[config.mk]
export PLATFORM = sky130hd
export DESIGN_NAME = lbpm_ctrl
export DESIGN_NICKNAME = d
export VERILOG_FILES = /design/src/hdl/lbpm_pkg.sv /design/src/hdl/lbpm_ctrl.sv
export SDC_FILE = /design/constraint.sdc
export NUM_CORES = 1
export LEC_CHECK = 0
export BUFFER_PORTS_ARGS = -buffer_cell sky130_fd_sc_hd__clkbuf_2
export CORE_ASPECT_RATIO = 0.7
export CORE_MARGIN = 2
export CORE_UTILIZATION = 45
export DETAILED_ROUTE_END_ITERATION = 16
export GPL_ROUTABILITY_DRIVEN = 0
export GPL_TIMING_DRIVEN = 0
export MAX_ROUTING_LAYER = met4
export PLACE_DENSITY_LB_ADDON = 0.08
export RECOVER_POWER = 100
export SYNTH_ARGS = -nofsm -noshare
export SYNTH_HDL_FRONTEND = slang
export SYNTH_SLANG_ARGS = --single-unit
export TNS_END_PERCENT = 5
[constraint.sdc]
create_clock -name aclk -period 1.9 [get_ports aclk]
set_input_delay 0.19 -clock aclk [delete_from_list [all_inputs] [get_ports aclk]]
set_output_delay 0.19 -clock aclk [all_outputs]
set_load 0.01 [all_outputs]
[src/hdl/lbpm_pkg.sv]
// lbpm_pkg: shared types, constants and command/status structs for the light bar pair matcher
// used by lbpm_ctrl, lbpm_datapath and light_bar_pair_matcher_unit
package lbpm_pkg;

    localparam int MAX_LIGHTS_DEF = 16;

    localparam logic [11:0] TILT_GAP_RST   = 12'd240;
    localparam logic [15:0] TILT_SLOPE_RST = 16'd148;
    localparam logic [11:0] LEN_MAX_RST    = 12'd973;
    localparam logic [11:0] LEN_MIN_RST    = 12'd205;
    localparam logic [11:0] HGT_RATIO_RST  = 12'd384;

    localparam logic [16:0] STACK_DX = 17'd160;
    localparam logic [16:0] STACK_DY = 17'd560;

    localparam int SQRT_STEPS = 17;

    typedef enum logic [3:0] {
        VERDICT_OK        = 4'd0,
        VERDICT_COLOR     = 4'd1,
        VERDICT_STACKED   = 4'd2,
        VERDICT_ANGLE     = 4'd3,
        VERDICT_TILT      = 4'd4,
        VERDICT_ZERO      = 4'd5,
        VERDICT_TOO_LONG  = 4'd6,
        VERDICT_TOO_SHORT = 4'd7,
        VERDICT_HEIGHTS   = 4'd8
    } verdict_t;

    localparam logic [2:0] REG_TILT_GAP   = 3'd0;
    localparam logic [2:0] REG_TILT_SLOPE = 3'd1;
    localparam logic [2:0] REG_LEN_MAX    = 3'd2;
    localparam logic [2:0] REG_LEN_MIN    = 3'd3;
    localparam logic [2:0] REG_HGT_RATIO  = 3'd4;

    typedef struct packed {
        logic [11:0] tilt_gap;
        logic [15:0] tilt_slope;
        logic [11:0] len_max;
        logic [11:0] len_min;
        logic [11:0] hgt_ratio;
    } cfg_t;

    typedef struct packed {
        logic [15:0] x;
        logic [15:0] y;
        logic [15:0] h;
        logic [11:0] tilt;
        logic        color;
    } bar_t;

    // controller to datapath
    typedef struct packed {
        logic load_bar;    // latch incoming bar
        logic read_pair;   // start store read of pair partner
        logic diff;        // compute differences
        logic sqrt_init;   // start square root
        logic sqrt_step;   // one square root iteration
        logic mult;        // ratio products
        logic judge;       // build verdict into output register
        logic store_bar;   // write new bar into store
    } cmd_t;

endpackage

[src/hdl/lbpm_ctrl.sv]
// lbpm_ctrl: sequencer that walks stored bars for each new bar and drives the datapath
// depends on lbpm_pkg
module lbpm_ctrl
    import lbpm_pkg::*;
#(
    parameter int MAX_LIGHTS = MAX_LIGHTS_DEF,
    parameter int IW = $clog2(MAX_LIGHTS),
    parameter int CW = $clog2(MAX_LIGHTS + 1)
) (
    input  logic          aclk,
    input  logic          aresetn,
    input  logic          in_valid,
    output logic          in_ready,
    input  logic          in_frame_start,
    output logic          out_valid,
    input  logic          out_ready,
    output logic          out_last,
    output cmd_t          cmd,
    output logic [IW-1:0] pair_idx,
    output logic [IW-1:0] new_idx
);

    typedef enum logic [7:0] {
        ST_IDLE  = 8'b00000001,
        ST_READ  = 8'b00000010,
        ST_DIFF  = 8'b00000100,
        ST_SQRT  = 8'b00001000,
        ST_MULT  = 8'b00010000,
        ST_JUDGE = 8'b00100000,
        ST_OUT   = 8'b01000000,
        ST_STORE = 8'b10000000
    } state_t;

    state_t        state_reg, state_next;
    logic [CW-1:0] count_reg, count_next;
    logic [IW-1:0] idx_reg, idx_next;
    logic [4:0]    step_reg, step_next;
    logic          last_reg, last_next;
    logic [CW-1:0] eff_count;

    always_ff @(posedge aclk) begin
        if (!aresetn) begin
            state_reg <= ST_IDLE;
            count_reg <= '0;
            idx_reg   <= '0;
            step_reg  <= '0;
            last_reg  <= 1'b0;
        end else begin
            state_reg <= state_next;
            count_reg <= count_next;
            idx_reg   <= idx_next;
            step_reg  <= step_next;
            last_reg  <= last_next;
        end
    end

    assign in_ready  = (state_reg == ST_IDLE);
    assign out_valid = (state_reg == ST_OUT);
    assign out_last  = last_reg;
    assign pair_idx  = idx_reg;
    assign new_idx   = count_reg[IW-1:0];
    assign eff_count = in_frame_start ? '0 : count_reg;

    always_comb begin
        state_next = state_reg;
        count_next = count_reg;
        idx_next   = idx_reg;
        step_next  = step_reg;
        last_next  = last_reg;
        cmd        = '0;
        unique case (state_reg)
            ST_IDLE: begin
                if (in_valid) begin
                    count_next = eff_count;
                    idx_next   = '0;
                    if (eff_count < CW'(MAX_LIGHTS)) begin
                        cmd.load_bar = 1'b1;
                        state_next   = (eff_count == '0) ? ST_STORE : ST_READ;
                    end
                end
            end
            ST_READ: begin
                cmd.read_pair = 1'b1;
                state_next    = ST_DIFF;
            end
            ST_DIFF: begin
                cmd.diff   = 1'b1;
                state_next = ST_SQRT;
                step_next  = '0;
            end
            ST_SQRT: begin
                if (step_reg == '0) begin
                    cmd.sqrt_init = 1'b1;
                end else begin
                    cmd.sqrt_step = 1'b1;
                end
                step_next = step_reg + 5'd1;
                if (step_reg == 5'(SQRT_STEPS)) begin
                    state_next = ST_MULT;
                end
            end
            ST_MULT: begin
                cmd.mult   = 1'b1;
                state_next = ST_JUDGE;
            end
            ST_JUDGE: begin
                cmd.judge  = 1'b1;
                last_next  = (CW'(idx_reg) + CW'(1) == count_reg);
                state_next = ST_OUT;
            end
            ST_OUT: begin
                if (out_ready) begin
                    if (last_reg) begin
                        state_next = ST_STORE;
                    end else begin
                        idx_next   = idx_reg + IW'(1);
                        state_next = ST_READ;
                    end
                end
            end
            ST_STORE: begin
                cmd.store_bar = 1'b1;
                count_next    = count_reg + CW'(1);
                state_next    = ST_IDLE;
            end
            default: state_next = ST_IDLE;
        endcase
    end

endmodule

# [After elaboration in Yosys (flattened, before gate mapping)]
# Index checks and enable logic that the tools add are counted.
[totals] register_bits=23 inputBits=5 output_inout_bits=19 elab_cells=59
[classes] addsub=4 n_lt_le_gt_ge=1 eq_ne=15 muxes=26 reduce_logical=8
[ops] cell="case mux 8 bit (7 select lines)" count=1
[ops] cell="two-way mux 8 bit" count=6
[ops] cell="case mux 5 bit (2 select lines)" count=2
[ops] cell="two-way mux 4 bit" count=3
[ops] cell="adder 5 x 1 -> 5 bit (second input constant)" count=2
[ops] cell="logical NOT 5 bit" count=2
[ops] cell="two-way mux 1 bit" count=10
[ops] cell="two-way mux 5 bit" count=2
[ops] cell="== test 8 x 1 -> 1 bit (second input constant)" count=1
[ops] cell="== test 8 x 2 -> 1 bit (second input constant)" count=1
[ops] cell="== test 8 x 3 -> 1 bit (second input constant)" count=1
[ops] cell="== test 8 x 4 -> 1 bit (second input constant)" count=1
[ops] cell="== test 8 x 5 -> 1 bit (second input constant)" count=1
[ops] cell="== test 8 x 6 -> 1 bit (second input constant)" count=1
[ops] cell="== test 8 x 7 -> 1 bit (second input constant)" count=1
[ops] cell="== test 8 bit (second input constant)" count=1
[ops] cell="case mux 4 bit (2 select lines)" count=1
[ops] cell="AND reduction 4 bit" count=2
[ops] cell="inequality test 2 bit (second input constant)" count=3
[ops] cell="nonzero test 2 bit" count=3
[ops] cell="adder 4 x 1 -> 5 bit (second input constant)" count=1
[ops] cell="== test 5 bit" count=1
[ops] cell="== test 5 bit (second input constant)" count=1
[ops] cell="< comparator 5 bit (second input constant)" count=1
[ops] cell="other kinds (4)" count=5

# [Longest topological paths before layout]
[logic_depth] ltp_word=6 depth_mapped=6 ltp_nobuf=6

# [Least setup slack after synthesis]
# No wires, ideal clock.
[synth_path] path_kind="register -> register" start="reg state_reg[4]" end="reg state_reg[7]" setup_time_ns=0.103 t_arrival_ns=1.555 required_time_ns=1.797 path_slack_ns=0.241 stages_incl_launch_ff=6 n_path_buf=1 synth_period_minus_slack_ns=1.659 path_cell_list="dfxtp_1 -> clkbuf_1 -> nor4_4 -> nand4_4 -> and4_4 -> a2111oi_2"
[synth_via] elab_chain_len=3 word_cells_on_any_way=13 cone_classes="11 x eq/ne; 1 x mux; 1 x reduce/logical"
[synth_lines] element="start, declared" line="lbpm_ctrl.sv:34" text="state_t state_reg, state_next;"
[synth_lines] element="start signal, assigned" line="lbpm_ctrl.sv:49" text="state_reg <= state_next;"
[synth_lines] element="== test 8 x 4 -> 1 bit, or another cell as far along" line="lbpm_ctrl.sv:71" text="unique case (state_reg)"
[synth_lines] element="inequality test 2 bit (no source line) / inequality test 2 x 1 -> 1 bit (equally long branches)"
[synth_lines] element="AND reduction 4 bit (no source line)"
# Parallel ways exist; a longest one is shown, timed or not.
# A chain may end at the register's enable or synchronous reset.

==> results.sh <==
export IMPL_status="complete, no violations"
export IMPL_dieArea_mm2=0.00414
export IMPL_leakagePower_nw=0.785
export IMPL_antenna_found_initial=0
export IMPL_drv_cap=0
export IMPL_max_stage_delay_ps=370
export IMPL_path_buf_inv=3
export IMPL_power_density_mw_per_mm2=594
export IMPL_rsz0062_at_grt="true"
export IMPL_slew_headroom_pct=63.8
export IMPL_drt_iter0_markers=76
export IMPL_synth_nets=210
export IMPL_fin_area_mm2=0.00201
export IMPL_ff2ff_setup_slack_ps=80
export IMPL_synthDistinctLibCells=49
export IMPL_clk_pin_slew_ps=90
export IMPL_drt_wirelength_per_cell_um=15.6
export IMPL_die_w_um=76.1
export IMPL_cts_tree="done"
export IMPL_yosysTopAreaCell="dfxtp_1"
export IMPL_grt_ovfl_total=0
export IMPL_final_min_clock_period_ps=1880
export IMPL_htreeDepth=1
export IMPL_placed_area_mm2=0.00181
export IMPL_synthCells=200
export IMPL_place_hpwl_um=3120
export IMPL_period_share_pct=98.9
export IMPL_ys_ff_latch=23
export IMPL_postRouteAntennaNets=0
export IMPL_routed_wl_um=4440
export IMPL_swShare_pct=32.5
export IMPL_drive_gt1_share_pct=25.2
export IMPL_grt_first_pass_wirelength_um=6880
export IMPL_row_count=18
export IMPL_cts_root_buf="clkbuf_8"
export IMPL_cts_buffers=3
export IMPL_cp_slowest_cell="dfxtp_4"
export IMPL_fmax_ghz=0.532
export IMPL_worstPathRequired_ps=1710
export IMPL_hold_slack_ps=180
export IMPL_crit_path_max_fanout=6
export IMPL_vias=1632
export IMPL_p_clk_share_pct=26.7
export IMPL_ys_warnings_count=0
export IMPL_fin_nets=245
export IMPL_end_kind="output pin"
export IMPL_seq_area_frac_synth_pct=28.2
export IMPL_setup_viol=0
export IMPL_synthTopCellsByCount="23 x dfxtp_1, 18 x nor2_1, 16 x a21oi_1"
export IMPL_grt_pass1_vias=1412
export IMPL_insertion_delay_ps=270
export IMPL_hold_violations=0
export IMPL_grt_usage_pct=21.9
export IMPL_crit_family="simple AND/OR/NAND/NOR gates"
export IMPL_slew_viol_final=0
export IMPL_skew_ps=5.61
export IMPL_syn_area_per_cell_um2=8.18
export IMPL_vdd_ir_drop_max_uv=276
export IMPL_synth_area_leaders="dfxtp_1 28%, a21oi_1 4.9%, nor2_1 4.1%"
export IMPL_p_total_mw=1.19
export IMPL_cp_start_kind="flop"
export IMPL_path_class="flop to output pin"
export IMPL_coreArea_mm2=0.00349
export IMPL_fin_cells=284
export IMPL_drc=0
export IMPL_antenna_cells=0
export IMPL_dieHeight_um=54.4
export IMPL_synthToLayoutAreaGrowth_pct=22.6
export IMPL_clock_sinks=23
export IMPL_worst_slew_pin_slew_ps=543
export IMPL_place_inst=273
export IMPL_power_internal_mw=0.805
export IMPL_ios=24
export IMPL_synth_edff_count=0
export IMPL_cts_buffer_depth=2
export IMPL_synth_top_area_share_pct=28.2
export IMPL_start_util_pct=46.8
export IMPL_synth_async_sr_flop_share_pct=0
export IMPL_dr_pass1_iters=4
export IMPL_min_path_type="primary input to flop"
export IMPL_grt_start_max_net_pins=14
export IMPL_worstPathArrival_ps=1690
export IMPL_worstPathCellList="nor4_4 > buf_6 > nand2_4 > or3_4 > inv_1 > buf_2"
export IMPL_fin_util_pct=57.5
export IMPL_yosysMostFrequentCell="dfxtp_1"
export IMPL_power_frac_seq_pct=44.3
export IMPL_comb_power_share_pct=29.1
export IMPL_port_buffers=23
export IMPL_p_switching_mw=0.387
export IMPL_largest_register_ffs=8
export IMPL_synthFlopType="dfxtp_1"
export IMPL_via_per_inst=5.75
export IMPL_syn_area_mm2=0.00164
[cells by family after synthesis]
kind of cell | after synthesis | share of synthesized area, %
DFF | 23 | 28.2
xor gates and xnor gates | 8 | 4.28
buffers and inverters | 27 | 7.42
adders and majority gates | 5 | 3.83
and+or+nand+nor | 88 | 36.0
AOI/OAI and AO/OA | 49 | 20.3
[per-layer routing]
metal,part of all wire (%),routed length (um),track usage (%)
met4,0.86,38,7.27
met2,47,2080,33.8
met5,0,0,-
met1,47,2070,28.8
met3,5.7,251,5.28
[metrics by stage]
stage                     setup WS, ps  TNS, ps
final                             20.5        0
after global routing             -57.1    -98.4
after CTS                         19.0        0
after detailed placement         -64.5    -64.5
after global placement           -77.1    -77.1
after floorplan                    241        0
[layout make-up]
class	count	area [um^2]
Fill cell	352	1490
Multi-Input combinational cell	150	1100
Sequential cell	23	473
Timing Repair Buffer	35	220
Buffer	12	68.8
Tap cell	50	62.6
Clock buffer	3	41.3
Inverter	10	37.5
Clock inverter	1	5.00
[layout by cell type (no fill, tap or decap), types with 4 or more instances in the layout]
cell,n
and4b_1,4
clkbuf_2,14
o21ai_0,9
nand2_1,6
buf_4,10
a21oi_1,16
nand3_1,11
dfxtp_1,19
nor2b_1,6
ha_1,4
nand2b_1,9
xnor2_1,4
clkbuf_1,12
nor2_1,17
and2_1,4
nand4_1,6
o211ai_1,5
inv_1,8
xor2_1,4
buf_6,4
[power by group through the flow]
stage | Sequential (mW) | Clock (mW) | Combinational (mW)
final | 0.528 | 0.318 | 0.347
after CTS | 0.525 | 0.321 | 0.304
after global routing | 0.531 | 0.343 | 0.375
after floorplan | 0.516 | 0 | 0.206
after detailed placement | 0.519 | 0 | 0.274
after global placement | 0.520 | 0 | 0.268
[repair_timing]
item | in CTS | in global routing
buffers inserted | 8 | 4
resized for setup | 12 | 12
endpoints found under the setup margin | 8 | 8
hold buffers | 0 | 0
pin swaps | 4 | 3
[worst paths after layout]
kind | from | end | depth (start not counted)
min reg2reg | step_reg[4] | step_reg[4] | 2
max | state_reg[1] | cmd[5] | 6
max reg2reg | state_reg[6] | count_reg[4] | 7
min | aresetn | state_reg[0] | 2
Note: power is estimated with default switching activity, not from simulation.
