**config.mk**
```make
export PLATFORM = sky130hd
export DESIGN_NAME = lbpm_datapath
export DESIGN_NICKNAME = d
export VERILOG_FILES = /design/src/hdl/lbpm_pkg.sv /design/src/hdl/lbpm_datapath.sv
export SDC_FILE = /design/constraint.sdc
export NUM_CORES = 2
export LEC_CHECK = 0
export ABC_AREA = 1
export BUFFER_PORTS_ARGS = -buffer_cell sky130_fd_sc_hd__clkbuf_2
export CAP_MARGIN = 30
export CORE_MARGIN = 2
export CORE_UTILIZATION = 30
export CTS_BUF_LIST = sky130_fd_sc_hd__clkbuf_4 sky130_fd_sc_hd__clkbuf_8
export CTS_CLUSTER_DIAMETER = 50
export DETAILED_ROUTE_END_ITERATION = 8
export HOLD_SLACK_MARGIN = 0.02
export SLEW_MARGIN = 20
export SYNTH_ARGS = -nofsm -noshare
export SYNTH_HDL_FRONTEND = slang
export SYNTH_SLANG_ARGS = --single-unit
```
**constraint.sdc**
```tcl
create_clock -name aclk -period 8.2 [get_ports aclk]
set_clock_uncertainty 0.1 [all_clocks]
set_input_delay 0.82 -clock aclk [delete_from_list [all_inputs] [get_ports aclk]]
set_output_delay 0.82 -clock aclk [all_outputs]
set_load 0.1 [all_outputs]
```
**src/hdl/lbpm_pkg.sv**
```systemverilog
// lbpm_pkg: shared types, constants and command/status structs for the light bar pair matcher
// used by lbpm_ctrl, lbpm_datapath and light_bar_pair_matcher_unit
package lbpm_pkg;

    localparam int MAX_LIGHTS_DEF = 16;

    localparam logic [11:0] TILT_GAP_RST   = 12'd240;
    localparam logic [15:0] TILT_SLOPE_RST = 16'd148;
    localparam logic [11:0] LEN_MAX_RST    = 12'd973;
    localparam logic [11:0] LEN_MIN_RST    = 12'd205;
    localparam logic [11:0] HGT_RATIO_RST  = 12'd384;

    localparam logic [16:0] STACK_DX = 17'd160;
    localparam logic [16:0] STACK_DY = 17'd560;

    localparam int SQRT_STEPS = 17;

    typedef enum logic [3:0] {
        VERDICT_OK        = 4'd0,
        VERDICT_COLOR     = 4'd1,
        VERDICT_STACKED   = 4'd2,
        VERDICT_ANGLE     = 4'd3,
        VERDICT_TILT      = 4'd4,
        VERDICT_ZERO      = 4'd5,
        VERDICT_TOO_LONG  = 4'd6,
        VERDICT_TOO_SHORT = 4'd7,
        VERDICT_HEIGHTS   = 4'd8
    } verdict_t;

    localparam logic [2:0] REG_TILT_GAP   = 3'd0;
    localparam logic [2:0] REG_TILT_SLOPE = 3'd1;
    localparam logic [2:0] REG_LEN_MAX    = 3'd2;
    localparam logic [2:0] REG_LEN_MIN    = 3'd3;
    localparam logic [2:0] REG_HGT_RATIO  = 3'd4;

    typedef struct packed {
        logic [11:0] tilt_gap;
        logic [15:0] tilt_slope;
        logic [11:0] len_max;
        logic [11:0] len_min;
        logic [11:0] hgt_ratio;
    } cfg_t;

    typedef struct packed {
        logic [15:0] x;
        logic [15:0] y;
        logic [15:0] h;
        logic [11:0] tilt;
        logic        color;
    } bar_t;

    // controller to datapath
    typedef struct packed {
        logic load_bar;    // latch incoming bar
        logic read_pair;   // start store read of pair partner
        logic diff;        // compute differences
        logic sqrt_init;   // start square root
        logic sqrt_step;   // one square root iteration
        logic mult;        // ratio products
        logic judge;       // build verdict into output register
        logic store_bar;   // write new bar into store
    } cmd_t;

endpackage

```
**src/hdl/lbpm_datapath.sv**
```systemverilog
// lbpm_datapath: bar store, differences, iterative square root, ratio products, verdict
// depends on lbpm_pkg
module lbpm_datapath
    import lbpm_pkg::*;
#(
    parameter int MAX_LIGHTS = MAX_LIGHTS_DEF,
    parameter int IW = $clog2(MAX_LIGHTS)
) (
    input  logic          aclk,
    input  cmd_t          cmd,
    input  cfg_t          cfg,
    input  bar_t          in_bar,
    input  logic [IW-1:0] pair_idx,
    input  logic [IW-1:0] new_idx,
    output logic [3:0]    first_index,
    output logic [3:0]    second_index,
    output logic [3:0]    verdict,
    output logic [15:0]   mid_x,
    output logic [15:0]   mid_y,
    output logic [16:0]   distance,
    output logic [15:0]   taller_height
);

    bar_t bar_mem [MAX_LIGHTS];
    bar_t new_reg, old_reg;

    logic [15:0] dx_reg, dy_reg, hmax_reg, hmin_reg, midx_reg, midy_reg;
    logic [11:0] dtilt_reg;
    logic        color_ne_reg;
    logic [33:0] rem_reg;
    logic [16:0] root_reg;
    logic [4:0]  bit_reg;

    logic [32:0] prod_tilt_reg, prod_len_max_reg, prod_len_min_reg, prod_hgt_reg;
    logic [24:0] dy_sh_reg, dist_sh_reg;
    logic [23:0] hmax_sh_reg;

    logic [16:0] sum_x, sum_y;
    logic [15:0] dx_c, dy_c;
    logic [11:0] dt_c;
    logic [31:0] dx_sq, dy_sq;
    logic [33:0] trial;
    logic [33:0] trial_bit;

    always_ff @(posedge aclk) begin
        if (cmd.store_bar) begin
            bar_mem[new_idx] <= new_reg;
        end
        if (cmd.read_pair) begin
            old_reg <= bar_mem[pair_idx];
        end
        if (cmd.load_bar) begin
            new_reg <= in_bar;
        end
    end

    assign dx_c  = (old_reg.x > new_reg.x) ? old_reg.x - new_reg.x : new_reg.x - old_reg.x;
    assign dy_c  = (old_reg.y > new_reg.y) ? old_reg.y - new_reg.y : new_reg.y - old_reg.y;
    assign dt_c  = (old_reg.tilt > new_reg.tilt) ? old_reg.tilt - new_reg.tilt
                                                 : new_reg.tilt - old_reg.tilt;
    assign sum_x = {1'b0, old_reg.x} + {1'b0, new_reg.x};
    assign sum_y = {1'b0, old_reg.y} + {1'b0, new_reg.y};

    always_ff @(posedge aclk) begin
        if (cmd.diff) begin
            dx_reg       <= dx_c;
            dy_reg       <= dy_c;
            dtilt_reg    <= dt_c;
            color_ne_reg <= old_reg.color != new_reg.color;
            midx_reg     <= sum_x[16:1];
            midy_reg     <= sum_y[16:1];
            hmax_reg     <= (old_reg.h > new_reg.h) ? old_reg.h : new_reg.h;
            hmin_reg     <= (old_reg.h > new_reg.h) ? new_reg.h : old_reg.h;
        end
    end

    // full 32-bit squares of the differences
    assign dx_sq = {16'd0, dx_reg} * {16'd0, dx_reg};
    assign dy_sq = {16'd0, dy_reg} * {16'd0, dy_reg};

    // restoring square root, one result bit per step, 17 steps
    assign trial_bit = 34'd1 << {bit_reg, 1'b0};
    assign trial     = {root_reg, 17'd0} >> (5'd16 - bit_reg) | trial_bit;

    always_ff @(posedge aclk) begin
        if (cmd.sqrt_init) begin
            rem_reg  <= {2'b00, dx_sq} + {2'b00, dy_sq};
            root_reg <= '0;
            bit_reg  <= 5'd16;
        end else if (cmd.sqrt_step) begin
            if (rem_reg >= trial) begin
                rem_reg  <= rem_reg - trial;
                root_reg <= root_reg | (17'd1 << bit_reg);
            end
            bit_reg <= bit_reg - 5'd1;
        end
    end

    always_ff @(posedge aclk) begin
        if (cmd.mult) begin
            prod_tilt_reg    <= {17'd0, cfg.tilt_slope} * {17'd0, dx_reg};
            prod_len_max_reg <= {21'd0, cfg.len_max} * {17'd0, hmax_reg};
            prod_len_min_reg <= {21'd0, cfg.len_min} * {17'd0, hmax_reg};
            prod_hgt_reg     <= {21'd0, cfg.hgt_ratio} * {17'd0, hmin_reg};
            dy_sh_reg        <= {1'b0, dy_reg, 8'd0};
            dist_sh_reg      <= {root_reg, 8'd0};
            hmax_sh_reg      <= {hmax_reg, 8'd0};
        end
    end

    always_ff @(posedge aclk) begin
        if (cmd.judge) begin
            first_index   <= 4'(pair_idx);
            second_index  <= 4'(new_idx);
            mid_x         <= midx_reg;
            mid_y         <= midy_reg;
            distance      <= root_reg;
            taller_height <= hmax_reg;
            if (color_ne_reg) begin
                verdict <= VERDICT_COLOR;
            end else if ({1'b0, dx_reg} < STACK_DX && {1'b0, dy_reg} > STACK_DY) begin
                verdict <= VERDICT_STACKED;
            end else if (dtilt_reg > cfg.tilt_gap) begin
                verdict <= VERDICT_ANGLE;
            end else if ({8'd0, dy_sh_reg} > prod_tilt_reg) begin
                verdict <= VERDICT_TILT;
            end else if (hmin_reg == '0) begin
                verdict <= VERDICT_ZERO;
            end else if ({8'd0, dist_sh_reg} > prod_len_max_reg) begin
                verdict <= VERDICT_TOO_LONG;
            end else if ({8'd0, dist_sh_reg} < prod_len_min_reg) begin
                verdict <= VERDICT_TOO_SHORT;
            end else if ({9'd0, hmax_sh_reg} > prod_hgt_reg) begin
                verdict <= VERDICT_HEIGHTS;
            end else begin
                verdict <= VERDICT_OK;
            end
        end
    end

endmodule
```
-- Word level (Yosys, flattened, before mapping)
Memories as Yosys holds them, arrays and structs flattened. A register that Yosys moved wholly into a read port is not among the register bits.
Cells that the tools add are included.
W data, S select, Z words.
- bits in registers: 468
- bits in writable memories: 976
- memories kept: 1
- word-level logic and storage cells: 94
- memory bits (read-only): 0
- latch bits: 0
- output and inout port bits: 77
- memories (memory ; words ; width ; read ports ; clocked after memory_dff ; wr ports ; line ; RTL):
    bar_mem ; 16 ; 61 ; 1 ; 1 ; 1 ; lbpm_datapath.sv:24 ; bar_t bar_mem [MAX_LIGHTS];
- reductions and logical operators: 8
- divide/modulo/power cells: 0
- $add $sub $neg: 12
- magnitude comparators: 12
- bitwise operators: 2
- equality and inequality tests: 1
- muxes and demuxes: 17
- shifts and indexed selects: 3
- multiply operators: 6
- operators by type and width (cell ; count):
    $mux W34 ; 3
    $mul A16 B16 Y32 ; 3
    $mul A12 B16 Y28 ; 3
    $mux W16 ; 4
    $sub A16 B16 Y16 ; 4
    $gt A16 B16 Y1 ; 3
    $add A16 B16 Y17 ; 2
    $ge A34 B34 Y1 ; 1
    $or A34 B34 Y34 ; 1
    $shl A1 B6 Y34 const A ; 1
    $shr A34 B5 Y34 ; 1
    $sub A34 B34 Y34 ; 1
    $add A32 B32 Y33 ; 1
    $gt A24 B32 Y1 ; 1
    $gt A24 B28 Y1 ; 1
    $gt A25 B28 Y1 ; 1
    $lt A25 B28 Y1 ; 1
    $gt A12 B12 Y1 ; 2
    $sub A12 B12 Y12 ; 2
    $or A17 B17 Y17 ; 1
    $shl A1 B5 Y17 const A ; 1
    $gt A16 B10 Y1 const B ; 1
    $logic_not A16 Y1 ; 1
    $lt A16 B8 Y1 const B ; 1
    other kinds (13) ; 20

-- Depth between registers and ports, before layout
- depth in word-level cells: 8
- mapped depth: 30
- depth with buffers taken out: 28

-- Worst setup path after synthesis
OpenSTA, ideal clock, no wires.
- kind: reg2reg
- start: register dx_reg[5]
- end: register rem_reg[22] (data pin)
- path slack: 1.391 ns
- stages on the path, launching flop included: 27
- library setup time: 0.258 ns
- data arrival time: 6.451 ns
- data required time: 7.842 ns
- cell sequence: edfxtp_1 clkbuf_1 buf_1 nand2_1 fa_1 inv_1 fa_1 inv_1 fa_1 fa_1 fa_1 inv_1 fa_1 fa_1 fa_1 ha_1 nand2_1 inv_1 a21oi_1 nand2_1 nand2_1 nand2_1 nand2_1 nand2_1 or2_2 nand2_1 nand2_1
- cells in the longest elaborated chain, start to end: 3
- RTL lines (item ; line ; RTL):
    start: declaration ; lbpm_datapath.sv:27 ; logic [15:0] dx_reg, dy_reg, hmax_reg, hmin_reg, midx_reg, midy_reg;
    start signal: assignment ; lbpm_datapath.sv:66 ; dx_reg <= dx_c;
    $mul A16 B16 Y32 ; lbpm_datapath.sv:78 ; assign dx_sq = {16'd0, dx_reg} * {16'd0, dx_reg};
    $add A32 B32 Y33 ; lbpm_datapath.sv:87 ; rem_reg <= {2'b00, dx_sq} + {2'b00, dy_sq};
    $mux W34 ; lbpm_datapath.sv:86 ; if (cmd.sqrt_init) begin
    end signal: assignment ; lbpm_datapath.sv:87 ;
    end signal: assignment ; lbpm_datapath.sv:92 ; rem_reg <= rem_reg - trial;
    end: declaration ; lbpm_datapath.sv:30 ; logic [33:0] rem_reg;
Every way passes these cells.
A chain may end at the register's enable or synchronous reset.

-- Final worst setup path
- start: register dx_reg[4]
- end: register rem_reg[21] (data pin)
The elaborated chain is that of the path after synthesis.

==> summary.txt <==
Run status
  • Status: complete, no violations

Timing
  • Relative slew slack: 26.51%
  • RSZ-0062 raised after global routing: false
  • Final Hold Fails: 0
  • Setup TNS: 0 ns
  • Setup violators final: 0
  • Final WS setup: 0.8567 ns
  • Worst Max-Slew Pin Slew: 1.091 ns
  • Fmax: 136.2 MHz
  • Final period util: 89.55%
  • Slew Viols, Final: 0
  • Final min period: 7.343 ns

Drt
  • Met2 WL post-DR: 148400 microns
  • Iteration-0 DRC Markers: 5353
  • Routed vias: 76081
  • Met3 WL: 16790 microns
  • DR vias/cell: 4.673
  • Top layer in use: met5
  • Post-Route WL: 302400 microns
  • M1 WL: 127500 microns
  • DRC: 0
  • ANT nets after route: 0
  • Drt pass-1 iters: 6
  • Avg WL per Cell: 18.58 microns

Floorplan
  • Die Area: 374400 sq um
  • I/O Pins: 219
  • Total core area: 368300 sq um
  • Starting Density: 30.10%
  • Die Height: 611.9 microns
  • # rows: 223
  • Die Width: 611.9 microns

Worst setup path
  • Worst path arrival time: 7.95 ns
  • Critical setup path kind: flop to flop
  • CP Capture Type: flop
  • R2r setup slk: 0.86 ns
  • Worst Path Max Fanout: 19
  • Worst setup SP type: flop
  • CP Data Required Time: 8.81 ns

Cells and area
  • Area growth syn-to-layout: 11.39%
  • Max reg flops: 976
  • Ratio of cells with drive above 1 in the final layout: 8.033%
  • Final net count: 13123
  • Total of fill cells in the finished design: 37347

Clock network
  • Worst-Skew Late Latency: 1.03 ns
  • CTS tree: yes
  • Clock slew at reported path FFs: 0.06 ns
  • Clock tree sinks: 1505
  • H-tree levels: 5
  • Num CTS Buffers: 283
  • Resize count post-CTS: 0
  • Post-CTS setup buffer count: 0
  • Maximum buffer depth of the clock tree: 4
  • Buffer type at the clock tree root: clkbuf_8

Placement
  • Final GP Congestion: 0.9225
  • Placement Setup Slack: 0.9000 ns
  • HPWL Detailed: 212300 microns
  • PortBufs: 218

Synthesis
  • Leading post-synthesis cells by cell area: edfxtp_1, fa_1, ha_1
  • Seq/Total Area, Yosys: 40.57%
  • Mapped cell area: 110800 sq um
  • Syn_area_per_cell: 10.05 sq um
  • Post-synth EDFFs: 1483
  • Synth Flop Type: edfxtp_1
  • Yosys cell types: 67
  • Fraction of registers with async set/reset: 0%
  • Post-Syn Nets: 12931
  • Synth area leader: edfxtp_1
  • Area share of the largest cell type after synthesis: 40.17%
  • Yosys warns: 0
  • Synthesized flop and latch total: 1505
  • Cell count after synthesis: 11028

GRT
  • Vias in the first global route: 76968
  • Initial antenna violation count: 28
  • Gr ovfl total: 0
  • Largest net degree at the start of global routing: 156
  • GRT Total Usage: 16.07%
  • Global-route wire length before repair: 464000 microns

Min path
  • Class of the worst hold path: primary input to flop

Flow run
  • Max Cap Violations: 0
==> layout by cell type (no fill, tap or decap), types with 248 or more instances in the layout <==
cell         n
a21oi_1    597
clkbuf_8   285
edfxtp_1  1483
fa_1      1006
ha_1       755
inv_1     2277
mux2i_1    248
nand2_1   2060
nand3_1    254
nor2_1     337
o211ai_1   262
o21ai_0    519
==> kinds of logic after synthesis <==
group / synth area share [%]
compound gates: 8.250
flops: 40.57
xor+xnor: 1.763
mux: 2.239
fa+ha+maj: 26.69
simple gates: 10.65
buf+inv: 9.833
==> worst max-delay path, stage by stage (launching register included) <==
cell      delay (ns)
edfxtp_1        0.87
nand2_1         0.21
fa_1            0.55
fa_1            0.52
inv_1           0.05
fa_1            0.52
inv_1           0.06
fa_1            0.53
inv_1           0.05
fa_1            0.50
fa_1            0.52
fa_1            0.56
fa_1            0.43
ha_1            0.39
nand2_1         0.15
nor2_1          0.13
inv_1           0.07
o21ai_0         0.45
nand2_1         0.15
nand2_1         0.09
nand2_1         0.05
nand3_1         0.06
nand2_1         0.07
==> routing by layer <==
metal  track usage [%]  up-vias
met5                 0        -
met4             5.403       28
met3             2.353      462
met2             27.66     1991
met1             20.57    37685
li1                  -    35915
==> stage by stage <==
step                instances  area (sq um)  util (%)  hold WS, ns
global placement        15702        116800     31.72       0.3032
detailed placement      15705        116900     31.74       0.3054
finish                  16281        123500     33.53      0.09864
CTS                     16262        123400     33.49      0.02680
floorplan               11028        110800         -       0.3003
global route            16275        123500     33.52      0.04144
==> path summary, 6_finish.rpt <==
path          startpoint          end  cells past startpoint
max            dx_reg[4]  rem_reg[21]                     22
min           in_bar[36]  new_reg[36]                      1
max reg2reg    dx_reg[4]  rem_reg[21]                     22
min reg2reg  midx_reg[6]     mid_x[6]                      0
==> timing repair <==
item                                   in CTS  in global routing
endpoints found under the hold margin      64                  0
hold buffers                               64                  0
setup endpoints to repair                   0                  0
==> final cells by class <==
cell class / instances / area, sq um / share of cell area (%)
Clock inverter: 139 / 1364 / 1.105
Sequential cell: 1505 / 44970 / 36.42
Timing Repair Buffer: 401 / 2828 / 2.290
Antenna cell: 16 / 40.04 / 0.03243
Tap cell: 4837 / 6052 / 4.901
Multi-Input combinational cell: 6722 / 55100 / 44.62
Clock buffer: 354 / 4441 / 3.596
Inverter: 2307 / 8682 / 7.031
==> synthesized netlist by cell type, drive strengths merged, types with 21 or more instances <==
cell type     n
a31oi        27
edfxtp     1483
inv        2305
nor4         21
mux2i       248
o211ai      262
o21bai       29
a21o         27
fa         1006
a21oi       609
xor2        174
nand2      2084
nor3         55
clkbuf      334
ha          755
buf         160
xnor2        47
dfxtp        22
nor2        367
nand3       266
nand4        45
o21a         23
o21ai       594
Power is not shown: default switching activity piles up to over one toggle a cycle in this logic, so the estimate is an artifact.
